`config.mk`:
```
export PLATFORM = sky130hd
export DESIGN_NAME = multi_stop_gradient_pixel
export DESIGN_NICKNAME = d
export VERILOG_FILES = /design/src/hdl/msgp_pkg.sv /design/src/hdl/multi_stop_gradient_pixel.sv
export SDC_FILE = /design/constraint.sdc
export NUM_CORES = 2
export LEC_CHECK = 0
export BUFFER_PORTS_ARGS = -buffer_cell sky130_fd_sc_hd__buf_2
export CORE_ASPECT_RATIO = 0.5
export CORE_MARGIN = 4
export CORE_UTILIZATION = 45
export DETAILED_ROUTE_END_ITERATION = 10
export GPL_TIMING_DRIVEN = 0
export HOLD_SLACK_MARGIN = 0.05
export PLACE_DENSITY_LB_ADDON = 0.15
export SLEW_MARGIN = 10
export SYNTH_ARGS = -nofsm -noshare
export SYNTH_HDL_FRONTEND = slang
export SYNTH_SLANG_ARGS = --single-unit
```
`constraint.sdc`:
```
create_clock -name clock -period 82.1 [get_ports clock]
set_input_delay 8.21 -clock clock [delete_from_list [all_inputs] [get_ports clock]]
set_output_delay 8.21 -clock clock [all_outputs]
set_load 0.01 [all_outputs]
```
`src/hdl/msgp_pkg.sv`:
```
// msgp_pkg: constants, payload structs and pipeline stage types for the
// multi-stop gradient pixel block. No dependencies.
package msgp_pkg;

   // Table depth and widest row; the derived widths below come from these.
   localparam int MAX_STOPS = 16;
   localparam int MAX_WIDTH = 4096;

   // Fixed field widths of the transaction and register payloads.
   localparam int COLOR_W     = 24;
   localparam int CH_W        = 8;
   localparam int NUM_CH      = 3;
   localparam int X_W         = 12;
   localparam int STOP_IDX_W  = 4;
   localparam int ROW_W_W     = 13;
   localparam int STOP_CNT_W  = 5;
   localparam int CSR_DATA_W  = 24;
   localparam int CSR_IDX_W   = 2;

   // Derived internal widths.
   localparam int IDX_W  = $clog2(MAX_STOPS);   // stop table address
   localparam int DEN_W  = $clog2(MAX_WIDTH);   // row width minus one
   localparam int POS_W  = DEN_W + IDX_W;       // x * (n - 1)
   localparam int PROD_W = CH_W + DEN_W;        // |diff| * rem

   // Edges from the accepting edge to the edge that takes the result.
   localparam int RSP_DELAY = IDX_W + CH_W + 4;

   typedef enum logic [0:0] {
      OP_WRITE_STOP = 1'b0,
      OP_PIXEL      = 1'b1
   } op_type;

   typedef enum logic [CSR_IDX_W-1:0] {
      CSR_ROW_WIDTH   = 2'd0,
      CSR_STOP_COUNT  = 2'd1,
      CSR_START_COLOR = 2'd2,
      CSR_END_COLOR   = 2'd3
   } csr_index_type;

   typedef struct packed {
      op_type                  operation;
      logic [STOP_IDX_W-1:0]   stop_index;
      logic [COLOR_W-1:0]      stop_color;
      logic [X_W-1:0]          pixel_x;
   } req_type;

   typedef struct packed {
      logic [COLOR_W-1:0]      pixel_color;
      logic [X_W-1:0]          pixel_column;
   } rsp_type;

   // Front pipe: stop-select division, also carries stop writes in order.
   typedef struct packed {
      logic                    valid;
      op_type                  op;
      logic [STOP_IDX_W-1:0]   widx;
      logic [COLOR_W-1:0]      wcolor;
      logic [DEN_W-1:0]        x;
      logic [POS_W-1:0]        rem;
      logic [IDX_W-1:0]        quo;
   } front_type;

   // Between the table read and the blend.
   typedef struct packed {
      logic                    valid;
      logic [DEN_W-1:0]        x;
      logic [DEN_W-1:0]        rem;
      logic                    hi;
   } meta_type;

   typedef struct packed {
      logic [CH_W-1:0]         base;
      logic                    neg;
      logic [PROD_W-1:0]       rem;
      logic [CH_W-1:0]         quo;
   } chan_type;

   // Back pipe: per-channel blend division.
   typedef struct packed {
      logic                    valid;
      logic [DEN_W-1:0]        x;
      chan_type [NUM_CH-1:0]   ch;
   } back_type;

endpackage

```
`src/hdl/multi_stop_gradient_pixel.sv`:
```
// multi_stop_gradient_pixel: top level, stop table memory and the full
// pixel pipeline. Depends on msgp_pkg.
//
// Usage:
//  - Command channel: a transaction is taken at a rising edge with start high
//    and busy low. operation selects a stop write (stop_index, stop_color go
//    into the stop table, no result) or a pixel (pixel_x, one result).
//  - Result channel: rsp_valid is high for exactly one cycle per pixel, with
//    rsp_data holding the color and the clamped column. The receiver cannot
//    stall; results leave in command order.
//  - Register port: csr_we/csr_index/csr_wdata write row_width, stop_count,
//    start_color and end_color. Write only while the pipe is
//    empty; clamped forms (row width minus one, last stop index) are kept.
//  - Throughput: one transaction per cycle, sustained, of either kind.
//  - Pipeline: IDX_W + CH_W + 4 register stages, the first loaded by the
//    accepting edge: one input stage, IDX_W steps of the stop-select
//    divider, the table read, the color multiply, CH_W steps of the blend
//    divider, the output reg.
//  - Reset: synchronous; busy is high during reset and drops right after.
//    All pipe valids clear; the stop table is not cleared and holds
//    unknown colors until written.
module multi_stop_gradient_pixel (
   input  logic                             clock,
   input  logic                             reset,
   input  logic                             start,
   output logic                             busy,
   input  msgp_pkg::req_type                req_data,
   output logic                             rsp_valid,
   output msgp_pkg::rsp_type                rsp_data,
   input  logic                             csr_we,
   input  msgp_pkg::csr_index_type          csr_index,
   input  logic [msgp_pkg::CSR_DATA_W-1:0]  csr_wdata
);
   import msgp_pkg::*;

   // ---------------------------------------------------------------
   // Control / configuration
   // ---------------------------------------------------------------
   logic                  busy_ff;
   logic [DEN_W-1:0]      den_ff, den_in;     // row width - 1 (clamped)
   logic [DEN_W-1:0]      dvs_ff, dvs_in;     // divisor, never zero
   logic                  tbl_ff, tbl_in;     // two or more stops
   logic [IDX_W-1:0]      nm1_ff, nm1_in;     // last stop index in use
   logic [COLOR_W-1:0]    start_ff, end_ff;
   logic [ROW_W_W-1:0]    rw;
   logic [STOP_CNT_W-1:0] sc;

   always_comb begin
      rw = csr_wdata[ROW_W_W-1:0];
      // zero width acts as one, too wide saturates
      if (rw == '0) begin
         den_in = '0;
      end else if (32'(rw) > MAX_WIDTH) begin
         den_in = DEN_W'(MAX_WIDTH - 1);
      end else begin
         den_in = DEN_W'(rw - 1'b1);
      end
      // width of one: numerator is always zero, any nonzero divisor works
      dvs_in = (den_in == '0) ? DEN_W'(1) : den_in;

      sc     = csr_wdata[STOP_CNT_W-1:0];
      tbl_in = (32'(sc) >= 2);
      if (32'(sc) > MAX_STOPS) begin
         nm1_in = IDX_W'(MAX_STOPS - 1);
      end else if (tbl_in) begin
         nm1_in = IDX_W'(sc - 1'b1);
      end else begin
         // start/end blend runs as a two-stop gradient
         nm1_in = IDX_W'(1);
      end
   end

   always_ff @(posedge clock) begin
      if (reset) begin
         busy_ff  <= 1'b1;
         den_ff   <= '0;
         dvs_ff   <= DEN_W'(1);
         tbl_ff   <= 1'b0;
         nm1_ff   <= IDX_W'(1);
         start_ff <= '0;
         end_ff   <= '0;
      end else begin
         busy_ff <= 1'b0;
         if (csr_we) begin
            unique case (csr_index)
               CSR_ROW_WIDTH: begin
                  den_ff <= den_in;
                  dvs_ff <= dvs_in;
               end
               CSR_STOP_COUNT: begin
                  tbl_ff <= tbl_in;
                  nm1_ff <= nm1_in;
               end
               CSR_START_COLOR: begin
                  start_ff <= csr_wdata[COLOR_W-1:0];
               end
               CSR_END_COLOR: begin
                  end_ff <= csr_wdata[COLOR_W-1:0];
               end
            endcase
         end
      end
   end

   assign busy = busy_ff;

   // ---------------------------------------------------------------
   // Input stage: clamp column, form x * (n - 1)
   // ---------------------------------------------------------------
   logic              req_accept;
   logic [DEN_W-1:0]  x_clamp;
   front_type         div_ff [IDX_W+1];
   front_type         div_in [IDX_W+1];

   assign req_accept = start && !busy_ff;

   always_comb begin
      x_clamp = (32'(req_data.pixel_x) > 32'(den_ff)) ? den_ff
                                                       : DEN_W'(req_data.pixel_x);
      div_in[0].valid  = req_accept;
      div_in[0].op     = req_data.operation;
      div_in[0].widx   = req_data.stop_index;
      div_in[0].wcolor = req_data.stop_color;
      div_in[0].x      = x_clamp;
      div_in[0].rem    = POS_W'(x_clamp) * POS_W'(nm1_ff);
      div_in[0].quo    = '0;
   end

   always_ff @(posedge clock) begin
      if (reset) begin
         div_ff[0].valid <= 1'b0;
      end else begin
         div_ff[0] <= div_in[0];
      end
   end

   // ---------------------------------------------------------------
   // Stop-select divider: one quotient bit per stage
   // ---------------------------------------------------------------
   for (genvar g = 0; g < IDX_W; g++) begin : g_div
      localparam int SH = IDX_W - 1 - g;
      logic [POS_W:0] trial;

      always_comb begin
         trial          = {1'b0, div_ff[g].rem} - ((POS_W+1)'(dvs_ff) << SH);
         div_in[g+1]     = div_ff[g];
         if (!trial[POS_W]) begin
            div_in[g+1].rem = trial[POS_W-1:0];
         end
         div_in[g+1].quo = IDX_W'({div_ff[g].quo, !trial[POS_W]});
      end

      always_ff @(posedge clock) begin
         if (reset) begin
            div_ff[g+1].valid <= 1'b0;
         end else begin
            div_ff[g+1] <= div_in[g+1];
         end
      end
   end

   // ---------------------------------------------------------------
   // Stop table. Writes and reads happen at the same pipe stage, so
   // they stay in transaction order and never touch the same entry in
   // one cycle (one transaction per stage): no forwarding needed.
   // ---------------------------------------------------------------
   front_type          fin;
   logic [IDX_W-1:0]   rd_j;
   logic               wr_en;
   logic [COLOR_W-1:0] stop_table [MAX_STOPS];
   logic [COLOR_W-1:0] rda_ff, rdb_ff;
   meta_type           meta_ff, meta_in;

   always_comb begin
      fin   = div_ff[IDX_W];
      // next stop, held at the last one on the final column
      rd_j  = (fin.quo == nm1_ff) ? fin.quo : IDX_W'(fin.quo + 1'b1);
      wr_en = fin.valid && (fin.op == OP_WRITE_STOP)
              && (32'(fin.widx) < MAX_STOPS);

      meta_in.valid = fin.valid && (fin.op == OP_PIXEL);
      meta_in.x     = fin.x;
      meta_in.rem   = DEN_W'(fin.rem);    // below the divisor
      meta_in.hi    = (fin.quo != '0);
   end

   always_ff @(posedge clock) begin
      if (wr_en) begin
         stop_table[IDX_W'(fin.widx)] <= fin.wcolor;
      end
      rda_ff <= stop_table[fin.quo];
      rdb_ff <= stop_table[rd_j];
   end

   always_ff @(posedge clock) begin
      if (reset) begin
         meta_ff.valid <= 1'b0;
      end else begin
         meta_ff <= meta_in;
      end
   end

   // ---------------------------------------------------------------
   // Color multiply: |c2 - c1| * rem per channel
   // ---------------------------------------------------------------
   back_type           blend_ff [CH_W+1];
   back_type           blend_in [CH_W+1];
   logic [COLOR_W-1:0] col_a, col_b;

   always_comb begin : p_mul
      logic [CH_W-1:0] a8, b8, mag;
      col_a = tbl_ff ? rda_ff : (meta_ff.hi ? end_ff : start_ff);
      col_b = tbl_ff ? rdb_ff : end_ff;
      blend_in[0].valid = meta_ff.valid;
      blend_in[0].x     = meta_ff.x;
      for (int c = 0; c < NUM_CH; c++) begin
         a8  = col_a[c*CH_W +: CH_W];
         b8  = col_b[c*CH_W +: CH_W];
         mag = (b8 < a8) ? (a8 - b8) : (b8 - a8);
         blend_in[0].ch[c].base = a8;
         blend_in[0].ch[c].neg  = (b8 < a8);
         blend_in[0].ch[c].rem  = PROD_W'(mag) * PROD_W'(meta_ff.rem);
         blend_in[0].ch[c].quo  = '0;
      end
   end

   always_ff @(posedge clock) begin
      if (reset) begin
         blend_ff[0].valid <= 1'b0;
      end else begin
         blend_ff[0] <= blend_in[0];
      end
   end

   // ---------------------------------------------------------------
   // Blend divider: one quotient bit per stage, three channels abreast
   // ---------------------------------------------------------------
   for (genvar g = 0; g < CH_W; g++) begin : g_blend
      localparam int SH = CH_W - 1 - g;
      logic [PROD_W:0] trial [NUM_CH];

      always_comb begin
         blend_in[g+1] = blend_ff[g];
         for (int c = 0; c < NUM_CH; c++) begin
            trial[c] = {1'b0, blend_ff[g].ch[c].rem}
                       - ((PROD_W+1)'(dvs_ff) << SH);
            if (!trial[c][PROD_W]) begin
               blend_in[g+1].ch[c].rem = trial[c][PROD_W-1:0];
            end
            blend_in[g+1].ch[c].quo =
               CH_W'({blend_ff[g].ch[c].quo, !trial[c][PROD_W]});
         end
      end

      always_ff @(posedge clock) begin
         if (reset) begin
            blend_ff[g+1].valid <= 1'b0;
         end else begin
            blend_ff[g+1] <= blend_in[g+1];
         end
      end
   end

   // ---------------------------------------------------------------
   // Floor correction and output register
   // ---------------------------------------------------------------
   back_type  last;
   rsp_type   rsp_in, rsp_data_ff;
   logic      rsp_valid_ff;

   always_comb begin : p_out
      logic [CH_W-1:0] qfix;
      last = blend_ff[CH_W];
      rsp_in.pixel_color = '0;
      for (int c = 0; c < NUM_CH; c++) begin
         // negative slope rounds the magnitude up
         qfix = last.ch[c].quo
                + CH_W'(last.ch[c].neg && (last.ch[c].rem != '0));
         rsp_in.pixel_color[c*CH_W +: CH_W] =
            last.ch[c].neg ? (last.ch[c].base - qfix)
                           : (last.ch[c].base + qfix);
      end
      rsp_in.pixel_column = X_W'(last.x);
   end

   always_ff @(posedge clock) begin
      if (reset) begin
         rsp_valid_ff <= 1'b0;
      end else begin
         rsp_valid_ff <= last.valid;
      end
      rsp_data_ff <= rsp_in;
   end

   assign rsp_valid = rsp_valid_ff;
   assign rsp_data  = rsp_data_ff;

`ifndef SYNTHESIS
   a_rsp_has_pixel: assert property (@(posedge clock) disable iff (reset)
      rsp_valid_ff |-> $past(start && !busy_ff
                             && req_data.operation == OP_PIXEL, RSP_DELAY))
      else $error("result strobe without a pixel transaction");

   a_pixel_gets_rsp: assert property (@(posedge clock) disable iff (reset)
      (start && !busy_ff && req_data.operation == OP_PIXEL)
      |-> ##RSP_DELAY rsp_valid_ff)
      else $error("pixel transaction lost");

   a_stop_in_range: assert property (@(posedge clock) disable iff (reset)
      (div_ff[IDX_W].valid && div_ff[IDX_W].op == OP_PIXEL)
      |-> (div_ff[IDX_W].quo <= nm1_ff))
      else $error("selected stop beyond last stop");

   a_blend_rem: assert property (@(posedge clock) disable iff (reset)
      blend_ff[CH_W].valid
      |-> (blend_ff[CH_W].ch[0].rem < PROD_W'(dvs_ff))
          && (blend_ff[CH_W].ch[1].rem < PROD_W'(dvs_ff))
          && (blend_ff[CH_W].ch[2].rem < PROD_W'(dvs_ff)))
      else $error("blend divider remainder not reduced");

   a_column_clamped: assert property (@(posedge clock) disable iff (reset)
      rsp_valid_ff |-> (32'(rsp_data_ff.pixel_column) <= 32'(den_ff)))
      else $error("column past row end");
`endif

endmodule

```
==> metrics <==
status completed; Worst Tran Pin Value 1.295 ns; DIE AREA 226100 µm²; RePlAce Congestion 0.8748; most common cell after layout, fill and taps aside edfxtp_1; final setup violation count 0; Post-CTS Hold Buffers 0; drt pass-1 iters 5; layout cells sized above 1 0.1002; H-tree levels 4; reg-to-reg setup timing slack 72.73 ns; switching part of the total 0.3719; DRC Markers 0; syn_nets 8742; Core Footprint 215500 µm²; Setup crit end kind flip-flop; Setup CP Type in2reg; HPWL after DPL 161600 µm; max incr delay on CP 0.50 ns; GRT overflow 0; row count 120; setup tns final 0 ns; IO Pins 109; Final ANT Viol Nets 0; Crit path max-delay family compound AO/OA/AOI/OAI gates; Post-Syn Area 98150 µm²; VDD IR max 0.05383 mV; Post CTS Setup Buffer Count 0; Switch Pwr 0.001634 W; Initial Utilization 0.4555; part of the power in registers 0.324; Root Buffer clkbuf_16; minimum clock period 13.10 ns; Most common cell on crit path fa_1; Clock Skew 0.06207 ns; Clock Sinks 1877; area of the multi-input gates 40740 µm²; initial antenna violation count 19; Vias/cell 5.429; fill count 18540; first-pass GRT wire length 348800 µm; total CTS buffers 181; DP Worst Slack 68.21 ns; Nets 9074; max_cap viols 0; LEAKAGE 41.04 nW; Die W 668.5 µm; Int Pwr 0.002759 W; DRT Wirelength 226500 µm; Final Cycle Share 0.1595; IO buf count 101; Synth async-reset ratio 0; Critical Path RT 82.67 ns; highest clock rate 0.07636 GHz; max-slew violations 0; Clock transition at path regs 0.06 ns; FF+latch count, synth 1877; pin count of the biggest net entering global routing 128; Clock Tree Buf Depth 4; CTS tree built; Hold Crit Class reg2reg; PostCTS Resize Cnt 0; Worst EP arrival 13.66 ns; Startpoint Class primary input; Clock power frac 0.190; Pwr Density 40.24 nW/µm²; Area growth syn-to-layout 11.23%; setup ws final 69.00 ns; Final Hold Viols 0; Comb pwr share 0.486; Post-synth top flop edfxtp_1; clk_lat worst skew 0.82 ns; number of enable flip-flop cells after synthesis 1699; crit path cell chain buf_2, ha_1, nor2b_1, o21a_1, o21ai_0, a211oi_1, or3_1, o221ai_1, buf_2, mux2_2, nand2_1, fa_1, fa_1, inv_1, fa_1, a21o_1, a21oi_1, o21bai_1, o311a_1, o21a_1, o21ai_0, a21oi_1, xor2_1; RSZ-0062 raised after global routing no; Yosys warning total 0; Relative slew margins 0.1366; FF/Latch Area 54590 µm²; Slowest-stage cell, CP fa_1; vias in the first global route 59370; Total GRT Usage 0.1981; syn_area_per_cell 12.48 µm²; Cells after Synth 7864; Buf+Inv Stages, Crit Path 3; register area share after synthesis 0.5561; DRT iter0 DRCs 4892; Crit Path Max Fanout 10; Yosys cell types 91; Vias 60870; most frequent cells in the layout 1699 x edfxtp_1, 747 x nand2_1, 570 x ha_1, 492 x inv_1, 435 x a21oi_1; WL/cell 20.20 µm; chip height 338.2 µm
[power by group through the flow]
stage,Clock (W),Combinational (W),Sequential [W]
after floorplan,0,0.00169,0.00144
after global placement,0,0.00212,0.00149
after detailed placement,0,0.00213,0.00144
after CTS,0.000861,0.00215,0.00142
after global routing,0.000902,0.00245,0.00144
final,0.000836,0.00213,0.00142
[final timing paths]
| kind | startpoint | endpoint | depth (start not counted) |
|---|---|---|---|
| max | req_data[1] | div_ff[0][18] | 23 |
| min | blend_ff[8][114] | rsp_data[3] | 0 |
| max reg2reg | meta_ff[0] | blend_ff[0][100] | 31 |
| min reg2reg | blend_ff[8][114] | rsp_data[3] | 0 |
[state kept, by name, summed over array words and instances, names as in the netlist]
register and count:
stop_table 384, nm1_ff 4, blend_ff 1008, end_ff 24, rsp_valid 1, rda_ff 24
rdb_ff 24, start_ff 24, dvs_ff 12, div_ff 296, rsp_data 36, meta_ff 13
busy 1, blend_in 13, den_ff 12, tbl_ff 1
[synth_stat cells, types with 178 or more instances]
cell type,number,share of area
nand3_1,188,0.0096
inv_1,504,0.019
and2_1,214,0.014
edfxtp_1,1699,0.52
nand2_1,747,0.029
dfxtp_1,178,0.036
clkbuf_1,180,0.0069
a21oi_1,435,0.022
nor2b_1,187,0.012
ha_1,570,0.073
xnor2_1,254,0.023
nor2_1,434,0.017
fa_1,237,0.048
o21ai_0,348,0.018
[per-stage QoR]
| stage | cell area, µm² | hold slack, ns | cells | power (W) | util |
|---|---|---|---|---|---|
| after global routing | 109200 | 0.3508 | 11210 | 0.004795 | 0.5067 |
| after CTS | 109200 | 0.3442 | 11200 | 0.004434 | 0.5066 |
| after detailed placement | 103300 | 0.3294 | 10880 | 0.003575 | 0.4795 |
| after floorplan | 98150 | 0.3233 | 7864 | 0.003129 | - |
| after global placement | 102200 | 0.3234 | 10830 | 0.003608 | 0.4745 |
| final | 109200 | 0.3421 | 11210 | 0.004393 | 0.5067 |
[layer usage]
metal	up-vias	GRT usage	share of wire
met5	-	0	0.000057
met1	29430	0.2859	0.46
met3	402	0.03430	0.064
li1	29330	-	-
met4	2	0.05836	0.031
met2	1704	0.3068	0.44
[area by class of cell]
cell class	count	area share
repair buffers	149	0.01319
multi-input cells	5232	0.3732
well taps	2867	0.03286
inverters	506	0.01756
clock buffers	216	0.04336
clock inverters	108	0.01005
flip-flops and latches	1877	0.5000
plain buffers	249	0.009650
diodes	8	0.0001834
[logic make-up (layout without fill, tap and decap cells)]
kind of cell | Yosys count | in the layout | share of synthesized area
buf+inv | 755 | 1228 | 0.03003
compound gates | 1384 | 1384 | 0.08791
fa+ha+maj | 807 | 807 | 0.1210
mux | 399 | 399 | 0.05891
other cells | 0 | 8 | 0
flops | 1877 | 1877 | 0.5561
xor+xnor | 411 | 411 | 0.03675
simple gates | 2231 | 2231 | 0.1093
Power figures use the tool's default switching activity.
